<file path="src/sv/swdv_pkg.sv">
`timescale 1ns / 1ps

package swdv_pkg;

    localparam int DEPTH_DEF = 64;
    localparam int DATA_W    = 32;

    localparam logic [DATA_W-1:0] NEG_ONE = {DATA_W{1'b1}};

    typedef enum logic [1:0] {
        OP_PUSH   = 2'd0,
        OP_POP    = 2'd1,
        OP_PEEK   = 2'd2,
        OP_DELETE = 2'd3
    } op_t;

    typedef enum logic [1:0] {
        ST_OK       = 2'd0,
        ST_EMPTY    = 2'd1,
        ST_NOTFOUND = 2'd2,
        ST_FULL     = 2'd3
    } status_t;

    typedef enum logic [2:0] {
        S_IDLE,
        S_EXEC,
        S_READ,
        S_SEARCH,
        S_SHIFT,
        S_RESP
    } state_t;

    // One finished result handed from the sequencer to the output register
    typedef struct packed {
        logic [DATA_W-1:0] value;
        status_t           status;
    } res_t;

endpackage

</file>
<file path="src/sv/stack_with_delete_by_value.sv">
`timescale 1ns / 1ps

// Channel   Direction  tdata (low bit up)              tuser (low bit up)
// s_*       in         [31:0] operand_value (signed)   [1:0] op
// m_*       out        [31:0] result_value (signed)    [1:0] status
//
// Steps: push, or any operation that fails at once, goes from accept through
//   S_EXEC to S_RESP; pop and peek add an S_READ step; delete adds an S_SEARCH
//   step per entry compared and an S_SHIFT step per entry moved. The single read
//   port of the entry memory means the search and the gap close visit one entry per cycle.
// Reset: aresetn low at a clock edge empties the stack; memory keeps junk.
// Stalls: s_tready is high only while no item is in work. A finished result
//   waits in the output register, so the next item is taken while m_tready is low.
module stack_with_delete_by_value #(
    parameter int DEPTH = swdv_pkg::DEPTH_DEF
) (
    input  logic                               aclk,
    input  logic                               aresetn,
    input  logic                               s_tvalid,
    output logic                               s_tready,
    input  logic signed [swdv_pkg::DATA_W-1:0] s_tdata,   // [31:0] operand_value
    input  logic [1:0]                         s_tuser,   // [1:0] op
    output logic                               m_tvalid,
    input  logic                               m_tready,
    output logic signed [swdv_pkg::DATA_W-1:0] m_tdata,   // [31:0] result_value
    output logic [1:0]                         m_tuser    // [1:0] status
);

    localparam int ADDR_W = $clog2(DEPTH);
    localparam int CNT_W  = $clog2(DEPTH + 1);

    logic                        wr_en;
    logic [ADDR_W-1:0]           wr_addr;
    logic [swdv_pkg::DATA_W-1:0] wr_data;
    logic                        rd_en;
    logic [ADDR_W-1:0]           rd_addr;
    logic [swdv_pkg::DATA_W-1:0] rd_data;

    logic                        out_free;
    logic                        res_valid;
    swdv_pkg::res_t              res;

    logic                        m_tvalid_reg, m_tvalid_next;
    logic [swdv_pkg::DATA_W-1:0] m_tdata_reg, m_tdata_next;
    logic [1:0]                  m_tuser_reg, m_tuser_next;

    // Entry store: entry 0 is the bottom of the stack
    swdv_ram #(
        .DEPTH  (DEPTH),
        .ADDR_W (ADDR_W)
    ) u_ram (
        .aclk    (aclk),
        .wr_en   (wr_en),
        .wr_addr (wr_addr),
        .wr_data (wr_data),
        .rd_en   (rd_en),
        .rd_addr (rd_addr),
        .rd_data (rd_data)
    );

    // Sequencer: holds the count, walks the memory for delete
    swdv_seq #(
        .DEPTH  (DEPTH),
        .ADDR_W (ADDR_W),
        .CNT_W  (CNT_W)
    ) u_seq (
        .aclk       (aclk),
        .aresetn    (aresetn),
        .in_valid   (s_tvalid),
        .in_ready   (s_tready),
        .in_op      (swdv_pkg::op_t'(s_tuser)),
        .in_operand (s_tdata),
        .out_free   (out_free),
        .res_valid  (res_valid),
        .res        (res),
        .wr_en      (wr_en),
        .wr_addr    (wr_addr),
        .wr_data    (wr_data),
        .rd_en      (rd_en),
        .rd_addr    (rd_addr),
        .rd_data    (rd_data)
    );

    // The output register can take a new result when empty or being drained
    assign out_free = !m_tvalid_reg || m_tready;

    always_comb begin
        m_tvalid_next = m_tvalid_reg;
        m_tdata_next  = m_tdata_reg;
        m_tuser_next  = m_tuser_reg;
        if (res_valid) begin
            // load the finished item
            m_tvalid_next = 1'b1;
            m_tdata_next  = res.value;
            m_tuser_next  = res.status;
        end else if (m_tready) begin
            // drop the item once taken
            m_tvalid_next = 1'b0;
        end
    end

    always_ff @(posedge aclk) begin
        if (!aresetn) begin
            m_tvalid_reg <= 1'b0;
        end else begin
            m_tvalid_reg <= m_tvalid_next;
        end
    end

    always_ff @(posedge aclk) begin
        m_tdata_reg <= m_tdata_next;
        m_tuser_reg <= m_tuser_next;
    end

    assign m_tvalid = m_tvalid_reg;
    assign m_tdata  = m_tdata_reg;
    assign m_tuser  = m_tuser_reg;

endmodule

</file>
<file path="src/sv/swdv_ram.sv">
`timescale 1ns / 1ps

module swdv_ram #(
    parameter int DEPTH  = swdv_pkg::DEPTH_DEF,
    parameter int ADDR_W = $clog2(DEPTH)
) (
    input  logic                        aclk,
    input  logic                        wr_en,
    input  logic [ADDR_W-1:0]           wr_addr,
    input  logic [swdv_pkg::DATA_W-1:0] wr_data,
    input  logic                        rd_en,
    input  logic [ADDR_W-1:0]           rd_addr,
    output logic [swdv_pkg::DATA_W-1:0] rd_data
);

    logic [swdv_pkg::DATA_W-1:0] mem [DEPTH];

    always_ff @(posedge aclk) begin
        if (wr_en) begin
            mem[wr_addr] <= wr_data;
        end
    end

    // registered read
    always_ff @(posedge aclk) begin
        if (rd_en) begin
            rd_data <= mem[rd_addr];
        end
    end

endmodule

</file>
<file path="src/sv/swdv_seq.sv">
`timescale 1ns / 1ps

module swdv_seq #(
    parameter int DEPTH  = swdv_pkg::DEPTH_DEF,
    parameter int ADDR_W = $clog2(DEPTH),
    parameter int CNT_W  = $clog2(DEPTH + 1)
) (
    input  logic                        aclk,
    input  logic                        aresetn,
    input  logic                        in_valid,
    output logic                        in_ready,
    input  swdv_pkg::op_t               in_op,
    input  logic [swdv_pkg::DATA_W-1:0] in_operand,
    input  logic                        out_free,
    output logic                        res_valid,
    output swdv_pkg::res_t              res,
    output logic                        wr_en,
    output logic [ADDR_W-1:0]           wr_addr,
    output logic [swdv_pkg::DATA_W-1:0] wr_data,
    output logic                        rd_en,
    output logic [ADDR_W-1:0]           rd_addr,
    input  logic [swdv_pkg::DATA_W-1:0] rd_data
);

    swdv_pkg::state_t              state_reg, state_next;
    swdv_pkg::op_t                 op_reg, op_next;
    logic [swdv_pkg::DATA_W-1:0]   val_reg, val_next;
    logic [CNT_W-1:0]              count_reg, count_next;
    logic [ADDR_W-1:0]             ptr_reg, ptr_next;
    swdv_pkg::res_t                res_reg, res_next;

    logic [CNT_W-1:0]  cnt_m1;
    logic [ADDR_W-1:0] top_idx;
    logic [ADDR_W-1:0] ptr_inc;
    logic [ADDR_W-1:0] ptr_inc2;
    logic [ADDR_W-1:0] ptr_dec;
    logic              full;
    logic              empty;
    logic              match;

    assign cnt_m1   = count_reg - 1'b1;
    assign top_idx  = cnt_m1[ADDR_W-1:0];
    assign ptr_inc  = ptr_reg + 1'b1;
    assign ptr_inc2 = ptr_inc + 1'b1;
    assign ptr_dec  = ptr_reg - 1'b1;
    assign full     = (count_reg == CNT_W'(DEPTH));
    assign empty    = (count_reg == '0);
    // the one comparator, reused for every entry that the search visits
    assign match    = (rd_data == val_reg);

    always_ff @(posedge aclk) begin
        if (!aresetn) begin
            state_reg <= swdv_pkg::S_IDLE;
            count_reg <= '0;
        end else begin
            state_reg <= state_next;
            count_reg <= count_next;
        end
    end

    always_ff @(posedge aclk) begin
        op_reg  <= op_next;
        val_reg <= val_next;
        ptr_reg <= ptr_next;
        res_reg <= res_next;
    end

    always_comb begin
        state_next = state_reg;
        op_next    = op_reg;
        val_next   = val_reg;
        count_next = count_reg;
        ptr_next   = ptr_reg;
        res_next   = res_reg;
        in_ready   = 1'b0;
        res_valid  = 1'b0;
        wr_en      = 1'b0;
        wr_addr    = ptr_reg;
        wr_data    = rd_data;
        rd_en      = 1'b0;
        rd_addr    = ptr_reg;

        unique case (state_reg)
            swdv_pkg::S_IDLE: begin
                in_ready = 1'b1;
                if (in_valid) begin
                    op_next    = in_op;
                    val_next   = in_operand;
                    state_next = swdv_pkg::S_EXEC;
                end
            end
            swdv_pkg::S_EXEC: begin
                unique case (op_reg)
                    swdv_pkg::OP_PUSH: begin
                        state_next = swdv_pkg::S_RESP;
                        if (full) begin
                            res_next = '{value: swdv_pkg::NEG_ONE, status: swdv_pkg::ST_FULL};
                        end else begin
                            wr_en      = 1'b1;
                            wr_addr    = count_reg[ADDR_W-1:0];
                            wr_data    = val_reg;
                            count_next = count_reg + 1'b1;
                            res_next   = '{value: swdv_pkg::NEG_ONE, status: swdv_pkg::ST_OK};
                        end
                    end
                    swdv_pkg::OP_POP, swdv_pkg::OP_PEEK: begin
                        if (empty) begin
                            res_next   = '{value: swdv_pkg::NEG_ONE, status: swdv_pkg::ST_EMPTY};
                            state_next = swdv_pkg::S_RESP;
                        end else begin
                            rd_en      = 1'b1;
                            rd_addr    = top_idx;
                            state_next = swdv_pkg::S_READ;
                        end
                    end
                    swdv_pkg::OP_DELETE: begin
                        if (empty) begin
                            res_next   = '{value: swdv_pkg::NEG_ONE, status: swdv_pkg::ST_EMPTY};
                            state_next = swdv_pkg::S_RESP;
                        end else begin
                            rd_en      = 1'b1;
                            rd_addr    = top_idx;
                            ptr_next   = top_idx;
                            state_next = swdv_pkg::S_SEARCH;
                        end
                    end
                    default: begin
                        state_next = swdv_pkg::S_IDLE;
                    end
                endcase
            end
            swdv_pkg::S_READ: begin
                res_next = '{value: rd_data, status: swdv_pkg::ST_OK};
                if (op_reg == swdv_pkg::OP_POP) begin
                    count_next = cnt_m1;
                end
                state_next = swdv_pkg::S_RESP;
            end
            swdv_pkg::S_SEARCH: begin
                // rd_data holds the entry at ptr_reg
                if (match) begin
                    if (ptr_reg == top_idx) begin
                        count_next = cnt_m1;
                        res_next   = '{value: swdv_pkg::NEG_ONE, status: swdv_pkg::ST_OK};
                        state_next = swdv_pkg::S_RESP;
                    end else begin
                        rd_en      = 1'b1;
                        rd_addr    = ptr_inc;
                        state_next = swdv_pkg::S_SHIFT;
                    end
                end else if (ptr_reg == '0) begin
                    res_next   = '{value: swdv_pkg::NEG_ONE, status: swdv_pkg::ST_NOTFOUND};
                    state_next = swdv_pkg::S_RESP;
                end else begin
                    rd_en    = 1'b1;
                    rd_addr  = ptr_dec;
                    ptr_next = ptr_dec;
                end
            end
            swdv_pkg::S_SHIFT: begin
                // rd_data holds the entry above ptr_reg: move it down one place
                wr_en    = 1'b1;
                wr_addr  = ptr_reg;
                wr_data  = rd_data;
                ptr_next = ptr_inc;
                if (ptr_inc < top_idx) begin
                    rd_en   = 1'b1;
                    rd_addr = ptr_inc2;
                end else begin
                    count_next = cnt_m1;
                    res_next   = '{value: swdv_pkg::NEG_ONE, status: swdv_pkg::ST_OK};
                    state_next = swdv_pkg::S_RESP;
                end
            end
            swdv_pkg::S_RESP: begin
                if (out_free) begin
                    res_valid  = 1'b1;
                    state_next = swdv_pkg::S_IDLE;
                end
            end
            default: begin
                state_next = swdv_pkg::S_IDLE;
            end
        endcase
    end

    assign res = res_reg;

    a_count_bound: assert property (@(posedge aclk) disable iff (!aresetn)
        count_reg <= CNT_W'(DEPTH))
        else $error("entry count beyond depth");

    a_res_slot: assert property (@(posedge aclk) disable iff (!aresetn)
        res_valid |-> out_free)
        else $error("result handed over while output register is busy");

    a_full_push: assert property (@(posedge aclk) disable iff (!aresetn)
        (state_reg == swdv_pkg::S_EXEC && op_reg == swdv_pkg::OP_PUSH && full)
        |=> $stable(count_reg))
        else $error("push to full stack changed the count");

    a_shift_range: assert property (@(posedge aclk) disable iff (!aresetn)
        (state_reg == swdv_pkg::S_SHIFT) |-> (ptr_reg < top_idx))
        else $error("gap close ran past the top entry");

    a_no_write_idle: assert property (@(posedge aclk) disable iff (!aresetn)
        (state_reg == swdv_pkg::S_IDLE || state_reg == swdv_pkg::S_RESP) |-> !wr_en)
        else $error("memory written outside an operation");

endmodule

</file>
<file path="config.mk">
export PLATFORM = sky130hd
export DESIGN_NAME = stack_with_delete_by_value
export DESIGN_NICKNAME = d
export VERILOG_FILES = /design/src/sv/swdv_pkg.sv /design/src/sv/stack_with_delete_by_value.sv /design/src/sv/swdv_ram.sv /design/src/sv/swdv_seq.sv
export SDC_FILE = /design/constraint.sdc
export NUM_CORES = 2
export LEC_CHECK = 0
export BUFFER_PORTS_ARGS = -buffer_cell sky130_fd_sc_hd__buf_2
export CAP_MARGIN = 0
export CORE_MARGIN = 2
export CORE_UTILIZATION = 50
export CTS_CLUSTER_SIZE = 10
export DETAILED_ROUTE_END_ITERATION = 10
export PLACE_DENSITY = 0.67
export REMOVE_ABC_BUFFERS = 1
export SYNTH_ARGS = -nofsm -noshare
export SYNTH_HDL_FRONTEND = slang
export SYNTH_SLANG_ARGS = --single-unit
</file>
<file path="constraint.sdc">
create_clock -name aclk -period 14.3 [get_ports aclk]
set_input_delay 2.86 -clock aclk [delete_from_list [all_inputs] [get_ports aclk]]
set_output_delay 2.86 -clock aclk [all_outputs]
set_load 0.01 [all_outputs]
</file>
# Word-level counts from Yosys, hierarchy flattened
# Memories as Yosys holds them, arrays and structs flattened. A register that Yosys moved wholly into a read port is not among the register bits.
# Cells that the tools add are included.
# op_classes
n_addsub,5
n_lt_le_gt_ge,1
eq_ne,24
n_mux,58
reduce_logical,16
# ops
operator,n
$mux W34,5
$pmux W34 S4,1
$mux W32,3
$pmux W34 S2,1
$mux W6,11
$mux W7,6
$pmux W6 S3,2
$eq A32 B32 Y1,1
$pmux W7 S4,1
$mux W3,7
$pmux W3 S6,1
$mux W1,16
$add A6 B1 Y6 const B,2
$ne A2 B2 Y1 const B,6
$pmux W3 S3,1
$ne A2 B1 Y1 const B,4
$add A7 B1 Y7 const B,1
$eq A7 B7 Y1 const B,1
$logic_not A7 Y1,1
$reduce_and A7 Y1,1
$sub A7 B1 Y7 const B,1
$eq A3 B2 Y1 const B,2
$eq A3 B3 Y1 const B,2
$eq A6 B6 Y1,1
other kinds (25),26
# word_totals
ff_bits,119
ram_bits,2048
word_cells,115
memories,1
# memory_table
memory,words,width,read_ports,rd_clocked_by_memory_dff,write_ports,line_no,rtl
u_ram.mem,64,32,1,1,1,swdv_ram.sv:16,logic [swdv_pkg::DATA_W-1:0] mem [DEPTH];

# Logic depth before layout (Yosys ltp)
# depth
ltp_word,6
ltp_mapped,20
ltp_nobuf,15

# By module
# From an unflattened synthesis, not the netlist that was laid out.
# hier_totals
hier_cells,3862
hier_area_um2,85125.4
# by_module_without_submodules
module,n_inst,cells_per_inst,area_each_um2,seq_area_each_um2
swdv_ram,1,3324,78835.6,62459.9
swdv_seq,1,500,5220.0,2422.3
stack_with_delete_by_value,1,38,1069.8,1041.0

# Worst setup path before layout
# OpenSTA, ideal clock, no wires.
# synth_path
path_type,input -> register
from,in m_tready
to,"reg m_tdata_reg, in the netlist m_tdata[0], enable pin"
setup_time_ps,425
arrival_time_ps,4366
slack_ps,9509
stages,2
path_buffers,0
path_cell_list,nor2b_1 > nor2_1
# synth_via
elab_chain_cells,3
# synth_lines
item,line_no,rtl
"start, declared",stack_with_delete_by_value.sv:24,"input logic m_tready,"
$logic_or A1 B1 Y1,stack_with_delete_by_value.sv:85,assign out_free = !m_tvalid_reg || m_tready;
$mux W1,swdv_seq.sv:176,if (out_free) begin
$mux W1,swdv_seq.sv:83,unique case (state_reg)
"end signal, assigned",stack_with_delete_by_value.sv:111,m_tdata_reg <= m_tdata_next;
"end, declared",stack_with_delete_by_value.sv:44,"logic [swdv_pkg::DATA_W-1:0] m_tdata_reg, m_tdata_next;"
# No other way between the ends.
# A chain may end at the register's enable or synchronous reset.

# Final worst setup path
# layout_path
from,reg u_seq.ptr_reg[0]
to,"reg u_ram.rd_data[7] in the netlist's numbering (read register of u_ram.mem), data pin"
# layout_via
elab_chain_cells,4
word_cells_on_any_way,18
classes_between,add/sub: 3; order compare: 1; eq/ne: 1; mux: 12; reduce/logical: 1
# layout_lines
item,line_no,rtl
"start, declared",swdv_seq.sv:29,"logic [ADDR_W-1:0] ptr_reg, ptr_next;"
"start signal, assigned",swdv_seq.sv:64,ptr_reg <= ptr_next;
"$add A6 B1 Y6, or another cell as far along",swdv_seq.sv:43,assign ptr_inc = ptr_reg + 1'b1;
"$add A6 B1 Y6, or another cell as far along",swdv_seq.sv:44,assign ptr_inc2 = ptr_inc + 1'b1;
"$mux W6, or another cell as far along",swdv_seq.sv:166,if (ptr_inc < top_idx) begin
$pmux W6 S3 or $pmux W1 S3 (tied branches),swdv_seq.sv:83,
"end, declared",swdv_ram.sv:13,output logic [swdv_pkg::DATA_W-1:0] rd_data
# Parallel ways exist; a longest one is shown, timed or not.

==> metrics <==
clock sinks=approximately 2200; met3 routed WL=29380 um; # DRC=0; area grow syn2layout=10.81%; Synth async-reset ratio=0%; DR WL/cell=about 29 um; max FFs per register=2048; Fin Hold WS=0.3934 ns; Tmin final=7.640 ns; die area=181200 um^2; cell area after synthesis=between 80000 and 90000 um^2; Nets=6846; max-cap violations=0; Setup Skew=~0.086 ns; Core ar.=roughly 180000 um^2; syn_area_per_cell=around 13 um^2; CP cell instances=inv_1 -> ha_1 -> ha_1 -> nor2b_1 -> o21a_1 -> a211o_1 -> a2111oi_0 -> a211o_1 -> mux2i_4 -> buf_4 -> nand2_4 -> buf_4 -> buf_12 -> nand2_1 -> a311oi_1 -> o31ai_1 -> nand4_1; vias in the first global route=approximately 55000; highest clock rate=~130 MHz; status=completed; Clock Pin Slew Worst Setup and Hold Paths=0.06 ns; worst slew pin tran=1.363 ns; Worst-Skew Late Latency=just over 0.9 ns; Rel. slew slack=a little under a tenth; Fillers=between 10000 and 15000; kind of critical path=flop to flop; # hold bufs at CTS=0; iteration count of the initial detailed-routing pass=7; Tot GR Track Use=around 29%; R2R setup slack=between 6 and 7 ns; most common flop cell mapped by yosys=edfxtp_1; layout cells sized above 1=between 9 and 10%; antenna violations before repair=10; Post-Layout Cell Count=9171; CTS Buf Count=240; sequential cell area=65920 um^2; post-synthesis cell count=just under 7000; top sig layer=met5; GPL Wtd Cong=0.9582; starting density of the core=50.38%; max-slew violation count=0; PortBufs=73; Hold Path Cell Cnt=0; crit path max fanout=130; final setup violation count=0; crit path launch type=flop; vias per cell=6.402; die height=~430 um; Worst Path Required=14.92 ns; register area share after synthesis=about 74%; fin crit share=approximately 53%; Max H-tree Level=4; Detail Placement HPWL=~140000 um; Max stage delay on crit path=about 0.87 ns; total grt overflow=0; Unique masters post-synth=81; Final Hold Viols=0; Critical-path top delay cell=o31ai_1; R2R depth=17; clk buf depth=3; PostCTS Resize Cnt=0; met2 routed wirelength=between 100000 and 150000 um; number of setup buffers added after CTS=0; Yosys reg bits=2199; post-route ant nets=0; RSZ-0062 raised after global routing=false; DR vias=between 50000 and 60000; Worst Hold Class=flop to flop; CP endpoint kind=flop; largest net degree at the start of global routing=197; Post-synth EDFFs=2188; # IOs=74; crit path DAT=8.26 ns; initial DRC count=9806; Yosys warnings=0; M1 wire length=100900 um; Clk Tree Root Cell=clkbuf_16; first-pass GRT wire length=~380000 um; CTS tree=built; Rows=around 150; Post-Route WL=about 260000 um; die width=between 400 and 500 um; placed cell count=between 8000 and 9000; area of the multi-input gates=approximately 21000 um^2
==> kinds of logic after synthesis <==
logic type,count (synthesis),share of synthesized area [%]
xor gates and xnor gates,59,0.6361
buffers and inverters,489,2.581
muxes,19,0.2195
AOI/OAI and AO/OA,639,5.677
DFF,2199,74.14
adders and majority gates,13,0.1829
and+or+nand+nor,3376,16.56
==> worst max-delay path: cells and delay by family (launching register included) <==
family / cells / cell delay (ns)
AOI/OAI and AO/OA: 6 / 2.15
adders and majority gates: 2 / 0.83
buffers and inverters: 4 / 1.89
DFF: 1 / 0.74
muxes: 1 / 0.22
and+or+nand+nor: 4 / 1.28
==> cell usage after synthesis, types with 7 or more instances <==
| master | n | area [um^2] |
|---|---|---|
| o311ai_1 | 17 | 148.9 |
| or3_1 | 42 | 262.8 |
| a21oi_1 | 19 | 95.09 |
| clkbuf_1 | 177 | 664.4 |
| nand4_1 | 53 | 331.6 |
| buf_6 | 7 | 78.83 |
| a311oi_1 | 198 | 1734 |
| o22ai_1 | 10 | 62.56 |
| xnor2_1 | 50 | 437.9 |
| a31oi_1 | 121 | 757.0 |
| a221oi_1 | 71 | 621.9 |
| o2111ai_1 | 36 | 315.3 |
| and2_1 | 14 | 87.58 |
| nor3_1 | 76 | 380.4 |
| nand3_1 | 709 | 3548 |
| nand2_1 | 2098 | 7875 |
| edfxtp_1 | 2188 | 65700 |
| buf_4 | 36 | 270.3 |
| ha_1 | 13 | 162.7 |
| buf_1 | 36 | 135.1 |
| and3_1 | 249 | 1558 |
| inv_1 | 16 | 60.06 |
| a32oi_1 | 11 | 96.34 |
| o211ai_1 | 7 | 52.55 |
| dfxtp_1 | 11 | 220.2 |
| nor2_1 | 95 | 356.6 |
| buf_2 | 217 | 1086 |
| a211o_1 | 8 | 70.07 |
| mux2i_1 | 15 | 150.1 |
| o21ai_1 | 7 | 35.03 |
| o21ai_0 | 34 | 170.2 |
| a211oi_1 | 21 | 157.7 |
| a32o_1 | 15 | 150.1 |
==> per-layer routing <==
layer / global-route usage, % / vias to the layer above
met3: 5.146 / 643
met5: 0.1323 / -
met2: 43.55 / 3836
met4: 14.33 / 6
li1: - / 25090
met1: 40.15 / 29140
==> area by class of cell <==
type                       instances  area share [%]
timing repair buffer             232           1.709
clock buffer                     252           6.142
inverter                          16         0.06096
antenna                            6         0.01524
tap                             2340           2.972
multi-input combinational       4106           21.76
clock inverter                    20          0.4331
sequential                      2199           66.91
==> path summary, 6_finish.rpt <==
kind,startpoint,endpoint
worst max-delay path,u_seq.ptr_reg[0],u_ram.rd_data[7]
worst min-delay path,u_seq.res[1],m_tuser[1]
worst max register to register,u_seq.ptr_reg[0],u_ram.rd_data[7]
worst min register to register,u_seq.res[1],m_tuser[1]
==> cell usage in the layout, fill, tap and decap left out, types with 7 or more instances in the layout <==
cell and n:
a211o_1 8, o21ai_0 34, o22ai_1 10, buf_4 149
edfxtp_1 2188, nand4_1 53, and3_1 248, nor3_1 71
a211oi_1 21, a311oi_1 198, clkbuf_16 240, o311ai_1 17
inv_1 16, nor2_4 66, nand2_2 33, or3_1 42
xnor2_1 50, clkinv_16 10, a221oi_1 71, o211ai_1 7
buf_2 73, nor2_1 28, a21oi_1 18, nand2_1 2063
clkbuf_1 12, ha_1 13, mux2i_1 14, o2111ai_1 35
a32o_1 15, and2_1 12, nand3_1 707, a32oi_1 11
buf_12 10, dfxtp_1 11, a31oi_1 121
==> per-stage QoR <==
step / setup WS [ns] / setup TNS [ns] / utilization, % / area (um^2)
2_1_floorplan: -8.380 / -243.17 / - / 86680
3_3_place_gp: 6.815 / 0 / 52.14 / 92020
3_5_place_dp: 6.772 / 0 / 52.14 / 92020
4_1_cts: 6.762 / 0 / 55.81 / 98500
5_1_grt: 6.438 / 0 / 55.82 / 98520
6_report: 6.660 / 0 / 55.82 / 98520
Power is not shown: default switching activity piles up to over one toggle a cycle in this logic, so the estimate is an artifact.
